### src/design/btbtl_pkg.sv
`timescale 1ns / 1ps
// ----------------------------------------------------------------------------
// btbtl_pkg
// Shared types and constants of the two-level branch predictor with BTB.
// ----------------------------------------------------------------------------
package btbtl_pkg;

  localparam int CFG_IDX_W  = 3;
  localparam int CFG_DATA_W = 5;

  // configuration register indexes
  localparam logic [CFG_IDX_W-1:0] REG_BTB_SIZE_LOG2   = 3'd0;
  localparam logic [CFG_IDX_W-1:0] REG_HISTORY_BITS    = 3'd1;
  localparam logic [CFG_IDX_W-1:0] REG_TAG_BITS        = 3'd2;
  localparam logic [CFG_IDX_W-1:0] REG_INITIAL_COUNTER = 3'd3;
  localparam logic [CFG_IDX_W-1:0] REG_GLOBAL_HISTORY  = 3'd4;
  localparam logic [CFG_IDX_W-1:0] REG_GLOBAL_TABLE    = 3'd5;
  localparam logic [CFG_IDX_W-1:0] REG_SHARE_MODE      = 3'd6;

  // item kinds
  localparam logic KIND_PREDICT = 1'b0;
  localparam logic KIND_UPDATE  = 1'b1;

  // shared table index mixing
  localparam logic [1:0] SHARE_NONE = 2'd0;
  localparam logic [1:0] SHARE_PC2  = 2'd1;
  localparam logic [1:0] SHARE_PC16 = 2'd2;

  // 2-bit saturating counter
  localparam logic [1:0] CTR_MIN = 2'd0;
  localparam logic [1:0] CTR_WT  = 2'd2;
  localparam logic [1:0] CTR_MAX = 2'd3;

  localparam int MAX_L_LIMIT = 5;
  localparam int ADDR_BITS   = 30;
  localparam int PC_STEP     = 4;
  localparam int SHARE_HI_LSB = 16;

  typedef struct packed {
    logic        kind;
    logic [31:0] pc;
    logic [31:0] target_pc;
    logic        taken;
    logic [31:0] earlier_prediction;
  } in_word_t;

  typedef struct packed {
    logic        predict_taken;
    logic [31:0] predicted_target;
    logic [31:0] branch_count;
    logic [31:0] flush_count;
    logic [14:0] storage_bits;
  } out_word_t;

  // effective (saturated) configuration
  typedef struct packed {
    logic [2:0] log2;
    logic [3:0] hist;
    logic [4:0] tag;
    logic [1:0] init;
    logic       gh;
    logic       gt;
    logic [1:0] share;
  } eff_cfg_t;

endpackage

### src/design/btbtl_cfg.sv
`timescale 1ns / 1ps
// ----------------------------------------------------------------------------
// btbtl_cfg
// Configuration registers, saturated working values and storage size.
// ----------------------------------------------------------------------------
module btbtl_cfg #(
  parameter int MAX_BTB_ENTRIES  = 32,
  parameter int MAX_HISTORY_BITS = 8,
  parameter int MAX_TAG_BITS     = 30
) (
  input  logic                               clk,
  input  logic                               rst_n,
  input  logic                               cfg_we,
  input  logic [btbtl_pkg::CFG_IDX_W-1:0]    cfg_index,
  input  logic [btbtl_pkg::CFG_DATA_W-1:0]   cfg_wdata,
  output btbtl_pkg::eff_cfg_t                ecfg,
  output logic                               cfg_clr,
  output logic [14:0]                        storage_bits
);
  import btbtl_pkg::*;

  localparam int LOG2_MAX = $clog2(MAX_BTB_ENTRIES + 1) - 1;

  logic [2:0] size_r;
  logic [3:0] hist_r;
  logic [4:0] tag_r;
  logic [1:0] init_r;
  logic       gh_r;
  logic       gt_r;
  logic [1:0] share_r;

  always_comb begin
    case (cfg_index)
      REG_BTB_SIZE_LOG2, REG_HISTORY_BITS, REG_TAG_BITS, REG_INITIAL_COUNTER,
      REG_GLOBAL_HISTORY, REG_GLOBAL_TABLE, REG_SHARE_MODE: cfg_clr = cfg_we;
      default: cfg_clr = 1'b0;
    endcase
  end

  always_ff @(posedge clk) begin
    if (!rst_n) begin
      size_r  <= 3'd0;
      hist_r  <= 4'd1;
      tag_r   <= 5'd0;
      init_r  <= 2'd1;
      gh_r    <= 1'b0;
      gt_r    <= 1'b0;
      share_r <= SHARE_NONE;
    end else if (cfg_we) begin
      case (cfg_index)
        REG_BTB_SIZE_LOG2:   size_r  <= cfg_wdata[2:0];
        REG_HISTORY_BITS:    hist_r  <= cfg_wdata[3:0];
        REG_TAG_BITS:        tag_r   <= cfg_wdata[4:0];
        REG_INITIAL_COUNTER: init_r  <= cfg_wdata[1:0];
        REG_GLOBAL_HISTORY:  gh_r    <= cfg_wdata[0];
        REG_GLOBAL_TABLE:    gt_r    <= cfg_wdata[0];
        REG_SHARE_MODE:      share_r <= cfg_wdata[1:0];
        default: ;
      endcase
    end
  end

  logic [2:0]  l0;
  logic [4:0]  tag_lim;
  logic [15:0] n_term;
  logic [15:0] h_term;
  logic [15:0] c_term;

  always_comb begin
    l0 = (size_r > 3'(MAX_L_LIMIT)) ? 3'(MAX_L_LIMIT) : size_r;
    ecfg.log2 = (l0 > 3'(LOG2_MAX)) ? 3'(LOG2_MAX) : l0;
    if (hist_r == 4'd0) begin
      ecfg.hist = 4'd1;
    end else if (hist_r > 4'(MAX_HISTORY_BITS)) begin
      ecfg.hist = 4'(MAX_HISTORY_BITS);
    end else begin
      ecfg.hist = hist_r;
    end
    tag_lim = 5'(ADDR_BITS) - 5'(ecfg.log2);
    if (tag_lim > 5'(MAX_TAG_BITS)) begin
      tag_lim = 5'(MAX_TAG_BITS);
    end
    ecfg.tag   = (tag_r > tag_lim) ? tag_lim : tag_r;
    ecfg.init  = init_r;
    ecfg.gh    = gh_r;
    ecfg.gt    = gt_r;
    ecfg.share = share_r;

    // entries * (tag + target + valid) + history bits + 2 * counters
    n_term = (16'(ecfg.tag) + 16'(ADDR_BITS + 1)) << ecfg.log2;
    h_term = ecfg.gh ? 16'(ecfg.hist) : (16'(ecfg.hist) << ecfg.log2);
    c_term = ecfg.gt ? (16'd2 << ecfg.hist) : (16'd2 << (5'(ecfg.hist) + 5'(ecfg.log2)));
    storage_bits = 15'(n_term + h_term + c_term);
  end

endmodule

### config.mk
export PLATFORM = sky130hd
export DESIGN_NAME = btbtl_cfg
export DESIGN_NICKNAME = d
export VERILOG_FILES = /design/src/design/btbtl_pkg.sv /design/src/design/btbtl_cfg.sv
export SDC_FILE = /design/constraint.sdc
export NUM_CORES = 1
export LEC_CHECK = 0
export BUFFER_PORTS_ARGS = -buffer_cell sky130_fd_sc_hd__buf_2
export CELL_PAD_IN_SITES_DETAIL_PLACEMENT = 0
export CELL_PAD_IN_SITES_GLOBAL_PLACEMENT = 1
export CORE_MARGIN = 2
export CORE_UTILIZATION = 43
export DETAILED_ROUTE_END_ITERATION = 12
export GPL_ROUTABILITY_DRIVEN = 0
export PLACE_DENSITY = 0.92
export RECOVER_POWER = 100
export SYNTH_ARGS = -nofsm -noshare
export SYNTH_HDL_FRONTEND = slang
export SYNTH_SLANG_ARGS = --single-unit
export TNS_END_PERCENT = 50
### constraint.sdc
create_clock -name clk -period 8.4 [get_ports clk]
set_clock_uncertainty 0.1 [all_clocks]
set_input_delay 0.84 -clock clk [delete_from_list [all_inputs] [get_ports clk]]
set_output_delay 0.84 -clock clk [all_outputs]
set_load 0.005 [all_outputs]
### After elaboration in Yosys (flattened, before gate mapping)

Cells that the tools add are included.

* $add $sub $neg: 5
* order comparisons: 5
* eq/ne operators: 6
* shift-type cells: 4
* mux-type cells: 9
* reductions and logical operators: 10

Operators by type and width (count)
* $add 15x15->15: 2
* $mux 15: 2
* $shl 2x4->15 const A: 1
* $shl 2x5->15 const A: 1
* $shl 4x3->15: 1
* $shl 6x3->15: 1
* $reduce_and 2->1: 7
* $mux 5: 2
* $eq 3x3->1 const B: 3
* $mux 4: 2
* $reduce_or 7->1: 1
* $add 5x5->6 const B: 1
* $eq 3x2->1 const B: 2
* $gt 3x3->1 const B: 2
* $mux 3: 2
* $add 4x3->5: 1
* $gt 5x5->1: 1
* $gt 5x5->1 const B: 1
* $sub 2x4->5 const A: 1
* $gt 4x4->1 const B: 1
* $logic_not 4->1: 1
* $eq 3x1->1 const B: 1
* $logic_not 3->1: 1
* $mux 1: 1

* register bits: 18
* input bits: 11
* output and inout port bits: 34
* word-level logic and storage cells: 46

### Logic depth before layout (Yosys ltp)

* word-level depth: 13
* depth in mapped cells: 28
* gate-level depth less buffers: 26

### Least setup slack after synthesis

Ideal clock, no wire load.

* path kind: flip-flop to output port
* from: register size_r[1]
* to: output storage_bits[14]
* arrival: 5634 ps
* required time: 7460 ps
* slack: 1826 ps
* cell stages (with the launch flop): 25
* buffers on the path: 2
* cells stage by stage: dfxtp_1 clkbuf_1 buf_1 a21o_1 ha_1 xor2_1 ha_1 o21a_1 o31ai_2 a21o_2 mux2i_1 ha_1 nor3b_1 xnor2_1 nand2_1 o21ai_0 nor2_1 fa_1 ha_1 and2_1 a22o_1 a311oi_2 nor3b_1 nor3_1 xnor2_1

RTL lines
* from (decl): line btbtl_cfg.sv:24 `logic [2:0] size_r;`
* from (signal assigned): line btbtl_cfg.sv:51 `REG_BTB_SIZE_LOG2: size_r <= cfg_wdata[2:0];`
* to (decl): line btbtl_cfg.sv:18 `output logic [14:0] storage_bits`

### Worst setup path in the final report

* from: register size_r[2]
* to: output storage_bits[13]

* longest elaborated chain between the ends: 13
* elaborated cells on any way between the ends: 18
* those cells by class: 5 x add/sub; 4 x order compare; 3 x shift; 6 x mux

RTL lines
* $gt 3x3->1: line btbtl_cfg.sv:70 `l0 = (size_r > 3'(MAX_L_LIMIT)) ? 3'(MAX_L_LIMIT) : size_r;`
* $mux 3 (*): line btbtl_cfg.sv:70
* $gt 3x3->1: line btbtl_cfg.sv:71 `ecfg.log2 = (l0 > 3'(LOG2_MAX)) ? 3'(LOG2_MAX) : l0;`
* $mux 3 (*): line btbtl_cfg.sv:71
* $sub 2x4->5: line btbtl_cfg.sv:79 `tag_lim = 5'(ADDR_BITS) - 5'(ecfg.log2);`
* $gt 5x5->1: line btbtl_cfg.sv:80 `if (tag_lim > 5'(MAX_TAG_BITS)) begin`
* $mux 5: line btbtl_cfg.sv:80
* $gt 5x5->1: line btbtl_cfg.sv:83 `ecfg.tag = (tag_r > tag_lim) ? tag_lim : tag_r;`
* $mux 5: line btbtl_cfg.sv:83
* $add 5x5->6: line btbtl_cfg.sv:90 `n_term = (16'(ecfg.tag) + 16'(ADDR_BITS + 1)) << ecfg.log2;`
* $shl 6x3->15: line btbtl_cfg.sv:90
* $add 15x15->15: line btbtl_cfg.sv:93 `storage_bits = 15'(n_term + h_term + c_term);`
* $add 15x15->15 (*): line btbtl_cfg.sv:93

Every way passes the cells marked *; elsewhere a longest branch is shown, timed or not.

==> results by group <==
Synthesis
  • Most frequent cell after synthesis: nor2_1
  • Top cells by count, synth: nor2_1, ha_1, inv_1, mux2i_1
  • Register area share after synthesis: 12.9%
  • Synthesized area per cell: 7.80 sq um
  • Mapped cell area: 0.00280 sq mm
  • Post-synthesis register bit count: 18
  • Area contributors post-synth: dfxtp_1, ha_1, fa_1
  • Synth warn: 0
  • Most used DFF post-synth: dfxtp_1
  • Number of flops mapped to enable cells by yosys: 0
  • Largest area contributor in the synthesized netlist: dfxtp_1
  • Mapped Cells: 359
  • Top cell type's share of synthesized area: roughly an eighth
  • Post-synth ARST share: 0%
  • Synth cell types: 63

GRT
  • Initial antenna violation count: 0
  • Tot GR Track Use: 18.5%
  • Remaining Overflow, GRT: 0
  • First-pass GRT wire length: 11200 um
  • Vias in the first global route: 2407
  • Largest net degree at the start of global routing: 19

Min path
  • Hold Path End: init_r[0]$_SDFFE_PN1P_
  • Hold Path Origin: init_r[0]$_SDFFE_PN1P_
  • WHS Path Cells: 2
  • Hold Path Class: flop to flop

Floorplanning
  • Full die area: 0.00717 sq mm
  • Starting Density: 44.3%
  • Core area: 0.00631 sq mm
  • Die Y: 84.7 um
  • Die width: roughly 85 um
  • Rows: 29
  • Num ports: 45

STA
  • RSZ-0062 raised after global routing: no
  • Relative slew slack: 34.0%
  • Hold Violations, Final: 0
  • Post-route minimum period: 7.81 ns
  • Achievable Freq: ~130 MHz
  • Setup TNS: 0 ns
  • Slew Viols, Final: 0
  • Slew at the pin closest to its max-slew limit: 0.988 ns
  • Final setup viols: 0
  • Tcrit/Tclk final: 93.0%

CTS
  • Root Buffer: clkbuf_8
  • Buffer count from post-CTS setup fixing: 0
  • CTS clk-pin slew, worst paths: around 0.060 ns
  • Max clock buf depth: 2
  • Worst skew pair latency: 0.25 ns
  • Htree depth: 1
  • # resized after CTS: 0
  • Clock buffer count from CTS: 3
  • CTS sink count: 18
  • CTS tree: done
  • CTS Hold Bufs: 0

Place
  • IO buf count: 44
  • DP HPWL: 5180 um

Route
  • Iteration-0 DRC Markers: 151
  • Via density: 5.63
  • Routed wire length: around 6500 um
  • Via count: roughly 2.6k
  • DRC: 0
  • Antenna Nets Post-Route: 0
  • Wire per inst: 14.0 um
  • First drt pass iteration count: 5

Pwr
  • Peak VDD IR: around 0.000095 V
  • Power per cell area: approximately 90 mW/mm^2
  • Leakage: 0.00133 uW

Flow run
  • Max-cap violations: 0

Setup path
  • Worst EP arrival: 6.87 ns
  • Worst EP required: 7.46 ns
  • Worst r2r src: size_r[2]$_SDFFE_PN0P_
  • CP Capture Type: primary output
  • R2R depth: 3
  • Reg2reg setup slack: 6.97 ns
  • CP max FO: 15
  • Critical path start-end classification: flop to primary output
  • CP Launch Type: flop
  • Reg2reg end: size_r[2]$_SDFFE_PN0P_

Outcome
  • Run status: finished clean

Cells and area
  • Final core occ: 48.1%
  • Synth-to-Final Area Change: 8.45%
  • Ant diodes: 0
  • Fin nets: 439
  • # fillers: 673
  • Fraction of layout cells with a size suffix above 1: 11.9%
[critical path, stage by stage, from the launching register on]
cell,delay (ns)
dfxtp_1,0.56
a21o_1,0.47
inv_1,0.31
ha_1,0.40
ha_1,0.30
nor2b_1,0.14
o31ai_2,0.27
a21o_2,0.26
mux2i_1,0.35
ha_1,0.28
nor3b_1,0.24
xnor2_1,0.17
nand2_1,0.13
o21ai_0,0.35
a22oi_1,0.12
o21a_1,0.16
fa_1,0.49
ha_1,0.36
o21a_1,0.14
o31a_1,0.21
o211ai_1,0.15
a21oi_1,0.26
nor4_1,0.07
a311o_1,0.32
clkbuf_1,0.10
[power breakdown]
| part | total, uW | internal [uW] | switching, uW |
|---|---|---|---|
| Sequential | 90.9 | 87.2 | 3.67 |
| Clock | 58.3 | 31.8 | 26.4 |
| Combinational | 123 | 54.7 | 68.3 |
[logic make-up after synthesis]
group / after synthesis / synth area share, %
and+or+nand+nor: 127 / 24.1
muxes: 27 / 9.92
adders and majority gates: 39 / 20.7
other: 1 / 0.134
DFF: 18 / 12.9
xor gates and xnor gates: 14 / 4.38
buffers and inverters: 48 / 6.97
AOI/OAI and AO/OA: 85 / 21.0
[cell type report]
class / count / area (sq um) / share of cell area (%)
multi-input cells: 297 / 2240 / 73.8
well taps: 77 / 96.3 / 3.17
repair buffers: 46 / 211 / 6.97
clock buffers: 3 / 41.3 / 1.36
inverters: 23 / 86.3 / 2.84
flip-flops and latches: 18 / 360 / 11.9
[flip-flops by register name (all words and copies together) (netlist names)]
name and cells:
hist_r 4, init_r 2, gh_r 1, tag_r 5, gt_r 1, size_r 3, share_r 2
[stage by stage]
stage / worst slack, ns / cell area (sq um) / total power [uW] / hold WS, ns / cells
after floorplan: 1.83 / 2810 / 181 / 0.356 / 363
after global placement: 1.17 / 3040 / 217 / 0.355 / 461
after detailed placement: 0.936 / 3040 / 219 / 0.373 / 461
after CTS: 0.640 / 3080 / 278 / 0.391 / 464
after global routing: 0.0303 / 3040 / 294 / 0.447 / 464
final: 0.588 / 3040 / 272 / 0.387 / 464
[layer usage]
| metal | routed length (um) | track usage [%] |
|---|---|---|
| met1 | 3370 | 27.6 |
| met4 | 37 | 3.17 |
| met2 | 2850 | 30.0 |
| met5 | 0 | 0 |
| met3 | 240 | 0.885 |
[worst max-delay path by stage]
stage | from | endpoint | slack [ns] | depth (start not counted)
floorplan | size_r[1]$_SDFFE_PN0P_ | storage_bits[14] | 1.83 | 24
global placement | size_r[0]$_SDFFE_PN0P_ | storage_bits[14] | 1.17 | 24
detailed placement | size_r[2]$_SDFFE_PN0P_ | storage_bits[13] | 0.94 | 24
CTS | size_r[2]$_SDFFE_PN0P_ | storage_bits[13] | 0.64 | 24
global route | size_r[2]$_SDFFE_PN0P_ | storage_bits[14] | 0.03 | 24
finish | size_r[2]$_SDFFE_PN0P_ | storage_bits[13] | 0.59 | 24
[cells in the final DEF (no fill, tap or decap), types with 5 or more instances in the layout]
cell type,Yosys,final
a21o_1,5,5
a21oi_1,22,22
buf_2,3,22
clkbuf_1,16,17
clkbuf_2,0,6
conb_1,1,5
dfxtp_1,18,18
fa_1,12,12
ha_1,27,27
inv_1,23,23
mux2i_1,23,23
nand2_1,22,22
nand2b_1,6,6
nand3_1,7,7
nor2_1,30,31
nor2b_1,21,21
nor3_1,16,16
nor3b_1,3,5
o21a_1,5,5
o21ai_0,15,15
xnor2_1,11,11
No activity file was read; power rests on OpenSTA's default activity.
